--- config.mk ---
export PLATFORM = sky130hd
export DESIGN_NAME = crc16_frame_deframer_flat
export DESIGN_NICKNAME = d
export VERILOG_FILES = /design/src/hw/rtl/cfd_pkg.sv /design/src/hw/rtl/cfd_intf.sv /design/src/hw/rtl/cfd_cfg_regs.sv /design/src/hw/rtl/cfd_core.sv /design/src/hw/rtl/crc16_frame_deframer.sv /design/src/flat_wrapper.sv
export SDC_FILE = /design/constraint.sdc
export NUM_CORES = 1
export LEC_CHECK = 0
export BUFFER_PORTS_ARGS = -buffer_cell sky130_fd_sc_hd__buf_2
export CAP_MARGIN = 15
export CORE_UTILIZATION = 50
export DETAILED_ROUTE_END_ITERATION = 7
export PLACE_DENSITY = 0.72
export SETUP_SLACK_MARGIN = 0.5
export SLEW_MARGIN = 20
export SYNTH_ARGS = -nofsm -noshare
export SYNTH_HDL_FRONTEND = slang
export SYNTH_HIERARCHICAL = 1
export SYNTH_SLANG_ARGS = --single-unit
--- constraint.sdc ---
create_clock -name i_clk -period 3.71 [get_ports i_clk]
set_clock_uncertainty 0.15 [all_clocks]
set_input_delay 0.1855 -clock i_clk [delete_from_list [all_inputs] [get_ports i_clk]]
set_output_delay 0.1855 -clock i_clk [all_outputs]
set_load 0.1 [all_outputs]
--- src/hw/rtl/cfd_pkg.sv ---
`default_nettype none
// ----------------------------------------------------------------------------
// cfd_pkg
// Shared types, register indexes, status codes and the CRC-16 byte step
// for the start-of-frame / length / CRC-16 deframer.
// ----------------------------------------------------------------------------
package cfd_pkg;

    // configuration register indexes
    localparam int CFG_IDX_W = 2;
    localparam logic [CFG_IDX_W-1:0] CFG_SOF_FIRST     = 2'd0;
    localparam logic [CFG_IDX_W-1:0] CFG_SOF_SECOND    = 2'd1;
    localparam logic [CFG_IDX_W-1:0] CFG_VERSION_VALUE = 2'd2;

    // frame-end status codes
    localparam logic [1:0] STATUS_OK      = 2'd0;
    localparam logic [1:0] STATUS_BAD_VER = 2'd1;
    localparam logic [1:0] STATUS_BAD_CRC = 2'd2;

    // result kinds
    localparam logic KIND_PAYLOAD   = 1'b0;
    localparam logic KIND_FRAME_END = 1'b1;

    // crc-16 ccitt-false
    localparam logic [15:0] CRC_INIT = 16'hFFFF;
    localparam logic [15:0] CRC_POLY = 16'h1021;

    // header layout: version, type, flags, seq lo/hi, length lo/hi
    localparam logic [2:0] HDR_VERSION = 3'd0;
    localparam logic [2:0] HDR_TYPE    = 3'd1;
    localparam logic [2:0] HDR_FLAGS   = 3'd2;
    localparam logic [2:0] HDR_SEQ_LO  = 3'd3;
    localparam logic [2:0] HDR_SEQ_HI  = 3'd4;
    localparam logic [2:0] HDR_LEN_LO  = 3'd5;
    localparam logic [2:0] HDR_LEN_HI  = 3'd6;

    typedef struct packed {
        logic [7:0] sof_first;
        logic [7:0] sof_second;
        logic [7:0] version_value;
    } t_cfg;

    typedef struct packed {
        logic        kind;
        logic [7:0]  data_byte;
        logic [15:0] byte_index;
        logic [7:0]  msg_type;
        logic [7:0]  msg_flags;
        logic [15:0] msg_seq;
        logic [15:0] payload_length;
        logic [1:0]  status;
    } t_result;

    // one byte through the crc, msb first, unrolled over eight bits
    function automatic logic [15:0] crc16_step(input logic [15:0] crc,
                                               input logic [7:0]  b);
        logic [15:0] c;
        c = crc ^ {b, 8'h00};
        for (int k = 0; k < 8; k++) begin
            if (c[15]) begin
                c = {c[14:0], 1'b0} ^ CRC_POLY;
            end else begin
                c = {c[14:0], 1'b0};
            end
        end
        return c;
    endfunction

endpackage
`default_nettype wire

--- src/hw/rtl/cfd_intf.sv ---
`default_nettype none
// ----------------------------------------------------------------------------
// cfd interfaces
// Valid/ready channels of the deframer: received bytes, results and
// configuration writes.
// ----------------------------------------------------------------------------

// received byte channel
interface cfd_byte_if;
    logic       valid;
    logic       ready;
    logic [7:0] rx_byte;

    modport source (output valid, output rx_byte, input ready);
    modport sink   (input valid, input rx_byte, output ready);
endinterface

// result channel
interface cfd_res_if;
    logic        valid;
    logic        ready;
    logic        kind;
    logic [7:0]  data_byte;
    logic [15:0] byte_index;
    logic [7:0]  msg_type;
    logic [7:0]  msg_flags;
    logic [15:0] msg_seq;
    logic [15:0] payload_length;
    logic [1:0]  status;

    modport source (output valid, output kind, output data_byte, output byte_index,
                    output msg_type, output msg_flags, output msg_seq,
                    output payload_length, output status, input ready);
    modport sink   (input valid, input kind, input data_byte, input byte_index,
                    input msg_type, input msg_flags, input msg_seq,
                    input payload_length, input status, output ready);
endinterface

// configuration write channel
interface cfd_cfg_if import cfd_pkg::*; ();
    logic                 valid;
    logic                 ready;
    logic [CFG_IDX_W-1:0] index;
    logic [7:0]           data;

    modport source (output valid, output index, output data, input ready);
    modport sink   (input valid, input index, input data, output ready);
endinterface
`default_nettype wire

--- src/hw/rtl/cfd_cfg_regs.sv ---
`default_nettype none
// ----------------------------------------------------------------------------
// cfd_cfg_regs
// Configuration register file: start bytes and expected version, written
// through the configuration channel, always ready.
// ----------------------------------------------------------------------------
module cfd_cfg_regs
    import cfd_pkg::*;
(
    input  wire  i_clk,
    input  wire  i_rst_n,
    cfd_cfg_if.sink i_cfg,
    output t_cfg o_cfg
);

    t_cfg r_cfg;
    t_cfg n_cfg;

    assign i_cfg.ready = 1'b1;
    assign o_cfg       = r_cfg;

    // decode a write request; unused indexes are dropped
    always_comb begin
        n_cfg = r_cfg;
        if (i_cfg.valid) begin
            unique case (i_cfg.index)
                CFG_SOF_FIRST:     n_cfg.sof_first     = i_cfg.data;
                CFG_SOF_SECOND:    n_cfg.sof_second    = i_cfg.data;
                CFG_VERSION_VALUE: n_cfg.version_value = i_cfg.data;
                default:           n_cfg = r_cfg;
            endcase
        end
    end

    always_ff @(posedge i_clk) begin
        if (!i_rst_n) begin
            r_cfg <= '0;
        end else begin
            r_cfg <= n_cfg;
        end
    end

endmodule
`default_nettype wire

--- src/hw/rtl/cfd_core.sv ---
`default_nettype none
// ----------------------------------------------------------------------------
// cfd_core
// Frame state machine with running CRC and header capture; one byte per
// cycle while the output register is free or drained, results go into an output register toward the result channel.
// ----------------------------------------------------------------------------
module cfd_core
    import cfd_pkg::*;
(
    input  wire        i_clk,
    input  wire        i_rst_n,
    input  t_cfg       i_cfg,
    input  wire        i_byte_valid,
    input  wire  [7:0] i_byte,
    output logic       o_byte_ready,
    cfd_res_if.source  o_res
);

    typedef enum logic [5:0] {
        PH_HUNT   = 6'b000001,
        PH_SOF2   = 6'b000010,
        PH_HEADER = 6'b000100,
        PH_BODY   = 6'b001000,
        PH_CRCLO  = 6'b010000,
        PH_CRCHI  = 6'b100000
    } t_phase;

    t_phase      r_phase,          n_phase;
    logic [2:0]  r_header_count,   n_header_count;
    logic [7:0]  r_held_type,      n_held_type;
    logic [7:0]  r_held_flags,     n_held_flags;
    logic [15:0] r_held_seq,       n_held_seq;
    logic [15:0] r_held_length,    n_held_length;
    logic [15:0] r_payload_count,  n_payload_count;
    logic [15:0] r_crc,            n_crc;
    logic [7:0]  r_crc_first_byte, n_crc_first_byte;
    logic        r_version_match,  n_version_match;

    logic        r_out_valid;
    t_result     r_out;
    t_result     n_out;
    logic        n_emit;
    logic        take;
    logic [15:0] crc_next;
    logic [15:0] pc_inc;
    logic [15:0] crc_recv;

    // accept a byte whenever the output register is free or being drained
    assign o_byte_ready = !r_out_valid || o_res.ready;
    assign take         = i_byte_valid && o_byte_ready;

    assign crc_next = crc16_step(r_crc, i_byte);
    assign pc_inc   = r_payload_count + 16'd1;
    assign crc_recv = {i_byte, r_crc_first_byte};

    // next state and result for the byte at hand
    always_comb begin
        n_phase          = r_phase;
        n_header_count   = r_header_count;
        n_held_type      = r_held_type;
        n_held_flags     = r_held_flags;
        n_held_seq       = r_held_seq;
        n_held_length    = r_held_length;
        n_payload_count  = r_payload_count;
        n_crc            = r_crc;
        n_crc_first_byte = r_crc_first_byte;
        n_version_match  = r_version_match;
        n_out            = '0;
        n_emit           = 1'b0;

        unique case (r_phase)
            PH_SOF2: begin
                if (i_byte == i_cfg.sof_second) begin
                    n_phase        = PH_HEADER;
                    n_header_count = '0;
                    n_crc          = CRC_INIT;
                end else if (i_byte != i_cfg.sof_first) begin
                    n_phase = PH_HUNT;
                end
            end
            PH_HEADER: begin
                n_crc = crc_next;
                unique case (r_header_count)
                    HDR_VERSION: n_version_match = (i_byte == i_cfg.version_value);
                    HDR_TYPE:    n_held_type     = i_byte;
                    HDR_FLAGS:   n_held_flags    = i_byte;
                    HDR_SEQ_LO:  n_held_seq      = {r_held_seq[15:8], i_byte};
                    HDR_SEQ_HI:  n_held_seq      = {i_byte, r_held_seq[7:0]};
                    HDR_LEN_LO:  n_held_length   = {r_held_length[15:8], i_byte};
                    default:     n_held_length   = {i_byte, r_held_length[7:0]};
                endcase
                if (r_header_count == HDR_LEN_HI) begin
                    n_header_count  = '0;
                    n_payload_count = '0;
                    n_phase = (n_held_length == 16'd0) ? PH_CRCLO : PH_BODY;
                end else begin
                    n_header_count = r_header_count + 3'd1;
                end
            end
            PH_BODY: begin
                n_crc            = crc_next;
                n_emit           = 1'b1;
                n_out.kind       = KIND_PAYLOAD;
                n_out.data_byte  = i_byte;
                n_out.byte_index = r_payload_count;
                n_payload_count  = pc_inc;
                if (pc_inc == r_held_length) begin
                    n_phase = PH_CRCLO;
                end
            end
            PH_CRCLO: begin
                n_crc_first_byte = i_byte;
                n_phase          = PH_CRCHI;
            end
            PH_CRCHI: begin
                n_emit               = 1'b1;
                n_out.kind           = KIND_FRAME_END;
                n_out.msg_type       = r_held_type;
                n_out.msg_flags      = r_held_flags;
                n_out.msg_seq        = r_held_seq;
                n_out.payload_length = r_held_length;
                if (!r_version_match) begin
                    n_out.status = STATUS_BAD_VER;
                end else if (crc_recv != r_crc) begin
                    n_out.status = STATUS_BAD_CRC;
                end else begin
                    n_out.status = STATUS_OK;
                end
                n_phase = PH_HUNT;
            end
            // hunting, and any code with no meaning
            default: begin
                n_phase = (i_byte == i_cfg.sof_first) ? PH_SOF2 : PH_HUNT;
            end
        endcase
    end

    // frame state
    always_ff @(posedge i_clk) begin
        if (!i_rst_n) begin
            r_phase          <= PH_HUNT;
            r_header_count   <= '0;
            r_held_type      <= '0;
            r_held_flags     <= '0;
            r_held_seq       <= '0;
            r_held_length    <= '0;
            r_payload_count  <= '0;
            r_crc            <= CRC_INIT;
            r_crc_first_byte <= '0;
            r_version_match  <= 1'b0;
        end else if (take) begin
            r_phase          <= n_phase;
            r_header_count   <= n_header_count;
            r_held_type      <= n_held_type;
            r_held_flags     <= n_held_flags;
            r_held_seq       <= n_held_seq;
            r_held_length    <= n_held_length;
            r_payload_count  <= n_payload_count;
            r_crc            <= n_crc;
            r_crc_first_byte <= n_crc_first_byte;
            r_version_match  <= n_version_match;
        end
    end

    // output register
    always_ff @(posedge i_clk) begin
        if (!i_rst_n) begin
            r_out_valid <= 1'b0;
        end else if (take) begin
            r_out_valid <= n_emit;
        end else if (o_res.ready) begin
            r_out_valid <= 1'b0;
        end
    end

    always_ff @(posedge i_clk) begin
        if (take) begin
            r_out <= n_out;
        end
    end

    assign o_res.valid          = r_out_valid;
    assign o_res.kind           = r_out.kind;
    assign o_res.data_byte      = r_out.data_byte;
    assign o_res.byte_index     = r_out.byte_index;
    assign o_res.msg_type       = r_out.msg_type;
    assign o_res.msg_flags      = r_out.msg_flags;
    assign o_res.msg_seq        = r_out.msg_seq;
    assign o_res.payload_length = r_out.payload_length;
    assign o_res.status         = r_out.status;

    // a frame end always returns to hunting
    a_end_to_hunt: assert property (@(posedge i_clk) disable iff (!i_rst_n)
        (take && r_phase == PH_CRCHI) |=> (r_phase == PH_HUNT))
        else $error("frame end did not return to hunting");

    // payload offset stays below the declared length
    a_body_bound: assert property (@(posedge i_clk) disable iff (!i_rst_n)
        (r_phase == PH_BODY) |-> (r_payload_count < r_held_length))
        else $error("payload count beyond declared length");

    // header counter stays within the seven header bytes
    a_hdr_bound: assert property (@(posedge i_clk) disable iff (!i_rst_n)
        (r_phase == PH_HEADER) |-> (r_header_count <= HDR_LEN_HI))
        else $error("header count out of range");

    // a version mismatch wins over any crc verdict
    a_ver_status: assert property (@(posedge i_clk) disable iff (!i_rst_n)
        (take && r_phase == PH_CRCHI && !r_version_match)
        |=> (o_res.valid && o_res.status == STATUS_BAD_VER))
        else $error("version mismatch not reported");

endmodule
`default_nettype wire

--- src/hw/rtl/crc16_frame_deframer.sv ---
`default_nettype none
// ----------------------------------------------------------------------------
// crc16_frame_deframer
// Start-of-frame / length / CRC-16 deframer: passes payload bytes out as
// they arrive and reports header and verdict at the end of each frame.
// ----------------------------------------------------------------------------
// Path: an accepted request lands in the input register, and the frame
//   logic loads the result register when it takes that byte from there, so a
//   result is offered only after it has passed both register stages.
// Throughput: one byte per cycle while results are taken; a waiting result
//   stalls the input once both register stages are full.
// Reset (synchronous, active low): hunting, crc 0xFFFF, frame and config registers zero, stages empty.
module crc16_frame_deframer
    import cfd_pkg::*;
(
    input  wire      i_clk,
    input  wire      i_rst_n,
    cfd_cfg_if.sink  i_cfg,
    cfd_byte_if.sink i_rx,
    cfd_res_if.source o_res
);

    t_cfg       cfg;
    logic       r_in_valid;
    logic [7:0] r_in_byte;
    logic       core_ready;

    // configuration registers
    cfd_cfg_regs u_cfg_regs (
        .i_clk   (i_clk),
        .i_rst_n (i_rst_n),
        .i_cfg   (i_cfg),
        .o_cfg   (cfg)
    );

    // input register: refills in the cycle its byte moves on
    assign i_rx.ready = !r_in_valid || core_ready;

    always_ff @(posedge i_clk) begin
        if (!i_rst_n) begin
            r_in_valid <= 1'b0;
        end else if (i_rx.ready) begin
            r_in_valid <= i_rx.valid;
        end
    end

    always_ff @(posedge i_clk) begin
        if (i_rx.ready && i_rx.valid) begin
            r_in_byte <= i_rx.rx_byte;
        end
    end

    // frame logic and result register
    cfd_core u_core (
        .i_clk        (i_clk),
        .i_rst_n      (i_rst_n),
        .i_cfg        (cfg),
        .i_byte_valid (r_in_valid),
        .i_byte       (r_in_byte),
        .o_byte_ready (core_ready),
        .o_res        (o_res)
    );

endmodule
`default_nettype wire
--- src/flat_wrapper.sv ---
// flat-port wrapper written by rule: the top's interface ports become plain ports
module crc16_frame_deframer_flat import cfd_pkg::*;
  (i_clk, i_rst_n, i_cfg_valid, i_cfg_index, i_cfg_data, i_cfg_ready, i_rx_valid, i_rx_rx_byte, i_rx_ready, o_res_valid, o_res_kind, o_res_data_byte, o_res_byte_index, o_res_msg_type, o_res_msg_flags, o_res_msg_seq, o_res_payload_length, o_res_status, o_res_ready);
  cfd_cfg_if i_cfg_i ();
  cfd_byte_if i_rx_i ();
  cfd_res_if o_res_i ();
  input  wire i_clk;
  input  wire i_rst_n;
  input wire logic [$bits(i_cfg_i.valid)-1:0] i_cfg_valid;
  input wire logic [$bits(i_cfg_i.index)-1:0] i_cfg_index;
  input wire logic [$bits(i_cfg_i.data)-1:0] i_cfg_data;
  output wire logic [$bits(i_cfg_i.ready)-1:0] i_cfg_ready;
  input wire logic [$bits(i_rx_i.valid)-1:0] i_rx_valid;
  input wire logic [$bits(i_rx_i.rx_byte)-1:0] i_rx_rx_byte;
  output wire logic [$bits(i_rx_i.ready)-1:0] i_rx_ready;
  output wire logic [$bits(o_res_i.valid)-1:0] o_res_valid;
  output wire logic [$bits(o_res_i.kind)-1:0] o_res_kind;
  output wire logic [$bits(o_res_i.data_byte)-1:0] o_res_data_byte;
  output wire logic [$bits(o_res_i.byte_index)-1:0] o_res_byte_index;
  output wire logic [$bits(o_res_i.msg_type)-1:0] o_res_msg_type;
  output wire logic [$bits(o_res_i.msg_flags)-1:0] o_res_msg_flags;
  output wire logic [$bits(o_res_i.msg_seq)-1:0] o_res_msg_seq;
  output wire logic [$bits(o_res_i.payload_length)-1:0] o_res_payload_length;
  output wire logic [$bits(o_res_i.status)-1:0] o_res_status;
  input wire logic [$bits(o_res_i.ready)-1:0] o_res_ready;
  assign i_cfg_i.valid = i_cfg_valid;
  assign i_cfg_i.index = i_cfg_index;
  assign i_cfg_i.data = i_cfg_data;
  assign i_cfg_ready = i_cfg_i.ready;
  assign i_rx_i.valid = i_rx_valid;
  assign i_rx_i.rx_byte = i_rx_rx_byte;
  assign i_rx_ready = i_rx_i.ready;
  assign o_res_valid = o_res_i.valid;
  assign o_res_kind = o_res_i.kind;
  assign o_res_data_byte = o_res_i.data_byte;
  assign o_res_byte_index = o_res_i.byte_index;
  assign o_res_msg_type = o_res_i.msg_type;
  assign o_res_msg_flags = o_res_i.msg_flags;
  assign o_res_msg_seq = o_res_i.msg_seq;
  assign o_res_payload_length = o_res_i.payload_length;
  assign o_res_status = o_res_i.status;
  assign o_res_i.ready = o_res_ready;
  crc16_frame_deframer u_core (.i_clk(i_clk), .i_rst_n(i_rst_n), .i_cfg(i_cfg_i), .i_rx(i_rx_i), .o_res(o_res_i));
endmodule
==> results of run 1 <==
==> kinds of logic after synthesis <==
logic type               synth area share, %
flip-flops                             54.56
buffers and inverters                  3.101
XOR/XNOR                               7.972
multiplexers                           6.367
AND/OR/NAND/NOR                        19.83
other                                0.04112
adder cells (fa/ha/maj)               0.2744
AO/OA/AOI/OAI                          7.862
==> registers in the layout, summed over array words and instances (netlist names), 16 cells and up <==
name	flops
u_core/u_core/r_held_length	16
u_core/u_cfg_regs/o_cfg	24
u_core/u_core/r_payload_count	16
u_core/u_core/o_res.msg_seq	16
u_core/u_core/o_res.byte_index	16
u_core/u_core/o_res.payload_length	16
u_core/u_core/r_crc	16
u_core/u_core/r_held_seq	16
==> area by class of cell <==
| cell class | instances | area, um^2 |
|---|---|---|
| Tap cell | 229 | 286.5 |
| Inverter | 11 | 45.04 |
| Multi-Input combinational cell | 605 | 3872 |
| Fill cell | 1470 | 7182 |
| Clock inverter | 12 | 138.9 |
| Sequential cell | 207 | 4979 |
| Timing Repair Buffer | 132 | 788.3 |
| Clock buffer | 27 | 610.6 |
==> path summary, 6_finish.rpt <==
kind	start	to	cells past startpoint
max	u_core/u_core/r_header_count[1]	u_core/u_core/r_payload_count[7]	6
min	i_rst_n	u_core/u_core/r_held_type[6]	3
max reg2reg	u_core/u_core/r_header_count[1]	u_core/u_core/r_payload_count[7]	6
min reg2reg	u_core/u_core/r_held_flags[2]	u_core/u_core/r_held_flags[2]	2
==> worst max-delay path: stages, from the launching register on <==
cell	delay, ns
dfxtp_1	0.69
nand2_1	0.36
nor2_1	0.30
o21ai_4	0.11
or2_1	0.47
or4_1	0.51
a21oi_1	0.16
==> power groups by stage <==
stage	clock (mW)	sequential (mW)	combinational [mW]
floorplan	0	2.59	0.129
CTS	2.29	2.42	0.341
global placement	0	2.46	0.321
global route	2.38	2.42	0.360
detailed placement	0	2.47	0.325
finish	2.25	2.42	0.341
==> metrics by stage <==
step	setup WS, ns	cell area [um^2]	total power, mW
after floorplan	0.5323	9138	2.718
after global placement	0.9988	9791	2.786
after detailed placement	0.9057	9791	2.791
after CTS	0.9130	10720	5.052
after global routing	0.6879	10720	5.158
final	0.8894	10720	5.004
==> routing by layer <==
layer	GRT usage (%)	routed length [um]	up-vias	part of all wire, %
li1	-	-	3253	-
met1	29.79	9172	3198	46
met2	35.66	9439	214	47
met3	2.852	1107	36	5.5
met4	6.716	433	0	2.1
met5	0	0	-	0
==> synthesized netlist by cell type, drive strengths merged <==
cell	instances	area, um^2
o311a	1	10.01
nor3b	1	7.510
nor4	13	100.1
xnor2	55	481.7
edfxtp	83	2492
o211ai	3	22.52
nor2	71	276.5
nand4b	3	26.28
o211a	1	10.01
dfxtp	124	2482
nand4	10	77.57
o31ai	2	20.02
a21boi	1	11.26
and4	2	17.52
nand2	93	349.1
clkbuf	39	147.6
ha	2	25.02
a211oi	1	7.510
a21oi	44	224.0
o22ai	15	93.84
buf	15	93.84
nand3b	6	45.04
xor2	28	245.2
a31oi	4	31.28
or2	2	12.52
a32oi	1	8.760
and4b	1	10.01
a31o	1	8.760
inv	11	41.29
nor3	13	81.33
conb	1	3.750
or3	4	26.28
nand2b	7	53.80
and3b	2	18.77
and2	71	446.7
a21o	3	25.03
or3b	1	8.760
nand3	33	177.7
or4	5	41.29
a2111oi	1	27.53
a22oi	1	7.510
nor2b	5	31.28
a311oi	2	23.77
o21ai	37	185.2
mux2i	58	580.6
==> repair_timing <==
item,in CTS,in global routing
setup buffers,0,0
endpoints found under the hold margin,42,0
hold buffers,18,0
==> results by group, run 1 <==
Timing
  • Fmax: between 0.3 and 0.4 GHz
  • WHS: 0.1413 ns
  • Final setup violation count: 0
  • Slew margin rel.: 35.20%
  • Tmin final: 2.821 ns
  • RSZ-0062 raised after global routing: no
  • Pins Over Slew Limit: 0
  • Setup Total Neg Slack: 0 ns
  • Final hold viol count: 0
  • Worst-margin pin slew: 0.9720 ns
  • Tcrit/Tclk final: 76.03%

Clocking
  • Total CTS buffers: 22
  • CTS Root Cell: clkbuf_16
  • Clock slew at reported path FFs: 0.06 ns
  • Clock Sinks: 207
  • CTS tree: yes
  • Worst-Skew Late Latency: 0.50 ns
  • Clock buffer depth: 3
  • Clock H-tree levels: 1
  • PostCTS Resize Cnt: 0

GRT
  • Largest net degree at the start of global routing: 76
  • Gr ovfl total: 0
  • Vias in the first global route: 6,279
  • Initial antenna violation count: 0
  • First-pass GRT wire length: 32.09 mm
  • All-Layer GR Usage: between 20% and 30%

Placement
  • Routability cong.: 0.8958
  • Post-DP HPWL: 12.80 mm
  • Port-buffer cells: 99
  • Placed Cells: 1,166

Power and ir drop
  • Maximum VDD drop: 0.0004194 V
  • P per Cell Area: approximately 470 nW/um^2
  • Internal power: 3.857 mW
  • Logic pwr share: between 6 and 7%
  • P_leak: 4.098 nW
  • Net Sw Frac: a little under a quarter
  • Reg power frac: 48.3%
  • Clock power frac: 44.9%
  • Sw Pwr: approximately 1.1 mW

Cells and area
  • Fin util: 59.88%
  • Share of layout cells above drive strength 1: 17.81%
  • Most common cell after layout, fill and taps aside: dfxtp_1
  • Most frequent cells in the layout: dfxtp_1 (123), buf_2 (99), nand2_1 (93), edfxtp_1 (83), and2_1 (70)
  • Area Growth Syn to Fin: 17.56%
  • Number of inserted diodes: 0
  • Nets: between 1,000 and 1,500
  • Final Non-Filler Cells: 1,223

Detailed routing
  • DR iter-0 viols: approximately 530
  • Wire per inst: about 16 um
  • Routed Antenna Nets: 0
  • DRC: 0
  • Final WL: 20.15 mm
  • 1st-pass router iterations: 5
  • Routed vias: 6,701
  • Vias per cell: 5.479

Critical path
  • Setup CP Type: reg2reg
  • CP arrival: between 3 and 4 ns
  • Flop2flop setup slack: 0.89 ns
  • Peak fanout along the critical path: 21
  • Required @ worst endpoint: approximately 4.0 ns
  • CP Capture Type: flop
  • CP Launch Type: flop

Yosys
  • Mapped Area: 9119 um^2
  • Yosys reg bits: roughly 210
  • Syn. warnings: 6
  • Syn Nets: 902
  • Yosys cell types: 69
  • Synth Instances: about 880
  • Post-Synthesis Mean Instance Area: 10.40 um^2
  • Sequential area share after synthesis: 54.56%

Floorplan
  • Chip width: 137.0 um
  • Die Height: around 140 um
  • Core footprint: 17,900 um^2
  • Site Rows: 49
  • Initial Utilization: around 51%
  • Top-level I/O count: 101
  • Die footprint: 18,780 um^2

Outcome
  • Outcome: finished clean

Min path
  • HP Class: in2reg

Run
  • # Max-Cap Violations: 0
No activity file was read; power rests on OpenSTA's default activity.
==> run 2, diff against run 1 <==
Clock period 3.71 ns to 2.3 ns, I/O delays scaled along.
==> run 2 against run 1 <==
  * The flow now finishes with violations (setup timing)
  * Register-to-register slack lost 0.92 ns
  * Global-route usage grew 2.1 points
  * Sequential cell count is the same
  * Final cell count grew 8.4%
  * Setup slack lost 0.92 ns
  * Sequential share of layout area shrank 5.9 points
  * Via count grew 9.4%
  * Maximum frequency grew 21%
  * Clock power grew 48%
  * Sequential power grew 61%
  * Die area is the same
  * Combinational power grew 88%
  * Critical endpoint is now u_core/u_core/r_phase[1]
  * Largest power group unchanged
  * Highest routed layer unchanged
==> results by group, run 2 (synthesis results as in run 1) <==
Clocking
  • Clock H-tree levels: 1
  • CTS Root Cell: clkbuf_16
  • Clock Sinks: 207
  • CTS tree: yes
  • Total CTS buffers: 22
  • Clock slew at reported path FFs: around 0.06 ns
  • Worst-Skew Late Latency: 0.51 ns
  • Clock buffer depth: 3

Timing
  • Slew margin rel.: 61.65%
  • WHS: between 0.05 and 0.06 ns
  • Setup Total Neg Slack: -0.1331 ns
  • Final setup violation count: 9
  • Final hold viol count: 0
  • Tcrit/Tclk final: 101.2%
  • Slack of the critical path: -0.02725 ns
  • Worst-margin pin slew: 0.5753 ns
  • RSZ-0062 raised after global routing: yes
  • Pins Over Slew Limit: 0
  • Tmin final: 2.327 ns
  • Fmax: 0.4297 GHz

Floorplan
  • Initial Utilization: 50.94%
  • Die Height: 137.0 um
  • Site Rows: 49
  • Core footprint: 17,900 um^2
  • Die footprint: roughly 19,000 um^2
  • Chip width: 137.0 um
  • Top-level I/O count: 101

Cells and area
  • Most frequent cells in the layout: dfxtp_1 (116), buf_2 (99), edfxtp_1 (83), nand2_1 (81), buf_4 (75)
  • Area of the multi-input gates: 4420 um^2
  • Fin area: 12,300 um^2
  • Most common cell after layout, fill and taps aside: dfxtp_1
  • Sequential cell area: ~5000 um^2
  • Share of layout cells above drive strength 1: 33.36%
  • Fillers: roughly 1,300
  • Number of inserted diodes: 0
  • Nets: 1,106
  • Area Growth Syn to Fin: 34.85%
  • Max reg flops: 24

Outcome
  • Violated checks: setup timing
  • Outcome: complete, but fails checks

Detailed routing
  • Final WL: 24.00 mm
  • Routed Antenna Nets: 0
  • DRC: 0
  • Wire per inst: between 15 and 20 um
  • Vias per cell: 5.529
  • 1st-pass router iterations: 5
  • Routed vias: 7,331
  • DR iter-0 viols: about 530

GRT
  • First-pass GRT wire length: about 35 mm
  • Vias in the first global route: 6,737
  • Gr ovfl total: 0
  • Initial antenna violation count: 0
  • All-Layer GR Usage: a little under a quarter
  • Largest net degree at the start of global routing: 76

Critical path
  • CP Capture Type: flop
  • Required @ worst endpoint: 2.58 ns
  • Critical path's slowest cell: or4_4
  • Worst path max stage delay: 0.51 ns
  • CP top delay family: compound AO/OA/AOI/OAI gates
  • CP arrival: 2.61 ns
  • Critical path, cell by cell: ha_4 > nand3_4 > or4_4 > xnor2_2 > o211ai_1 > a2111oi_4 > a31o_1 > mux2i_1
  • Worst Path Buf+Inv: 0
  • Setup CP Type: reg2reg
  • Peak fanout along the critical path: 2
  • CP Launch Type: flop

Power and ir drop
  • Total Power: 7.857 mW
  • P_leak: 4.809 nW
  • P per Cell Area: 639.0 nW/um^2
  • Maximum VDD drop: 0.0005739 V

Placement
  • Port-buffer cells: 99
  • Post-DP HPWL: around 14 mm
  • Routability cong.: ~0.9
  • DP Area: 10,320 um^2

Run
  • # Max-Cap Violations: 0

Min path
  • HP Class: in2reg
==> run 2: timing repair <==
action / CTS / global route
pin swaps: 31 / 27
buffers inserted: 23 / 14
endpoints found under the setup margin: 174 / 149
gates cloned: 3 / 7
hold buffers: 20 / 0
gates resized for setup: 61 / 78
endpoints found under the hold margin: 50 / 0
==> run 2: area by class of cell <==
cell class	count	share of cell area (%)
Tap cell	229	2.330
Inverter	11	0.3663
Timing Repair Buffer	234	15.29
Clock buffer	32	5.108
Sequential cell	207	40.56
Multi-Input combinational cell	605	35.95
Clock inverter	8	0.3968
==> run 2: layer usage <==
layer	share of wire, %	wire length, um	global-route usage, %	vias up
li1	-	-	-	3457
met1	43	10410	31.80	3597
met2	48	11630	39.87	222
met3	5.4	1285	3.852	55
met4	2.8	679	6.899	0
met5	0	0	0	-
==> run 2: report_power, final <==
group          leakage (nW)  switching [mW]  total [mW]  internal, mW
logic                  2.61           0.456       0.642         0.187
registers              1.86          0.0310        3.89          3.86
clock network         0.337            1.42        3.32          1.90
total                  4.81            1.91        7.86          5.95
==> run 2: metrics by stage <==
| stage | util (%) | worst slack, ns | cells |
|---|---|---|---|
| CTS | 65.26 | 0.007772 | 1305 |
| global placement | 57.63 | -0.1653 | 1219 |
| floorplan | - | -0.5871 | 877 |
| detailed placement | 57.63 | -0.2042 | 1219 |
| global route | 68.69 | -0.1446 | 1326 |
| finish | 68.69 | -0.02725 | 1326 |
==> run 2: final timing paths <==
path	start	end	slack [ns]	cells past startpoint
worst max register to register	u_core/u_core/r_payload_count[1]	u_core/u_core/r_phase[1]	-0.03	8
worst max-delay path	u_core/u_core/r_payload_count[1]	u_core/u_core/r_phase[1]	-0.03	8
worst min register to register	u_core/u_core/r_held_flags[4]	u_core/u_core/r_held_flags[4]	0.31	2
worst min-delay path	i_cfg_index[1]	u_core/u_cfg_regs/o_cfg[9]	0.06	3
==> run 2: worst register-to-register path, delay by kind of cell, from the launching register on <==
kind / cells / cell delay, ns
DFF: 1 / 0.35
muxes: 1 / 0.18
adders and majority gates: 1 / 0.16
and+or+nand+nor: 2 / 0.60
xor gates and xnor gates: 1 / 0.14
AOI/OAI and AO/OA: 3 / 0.67
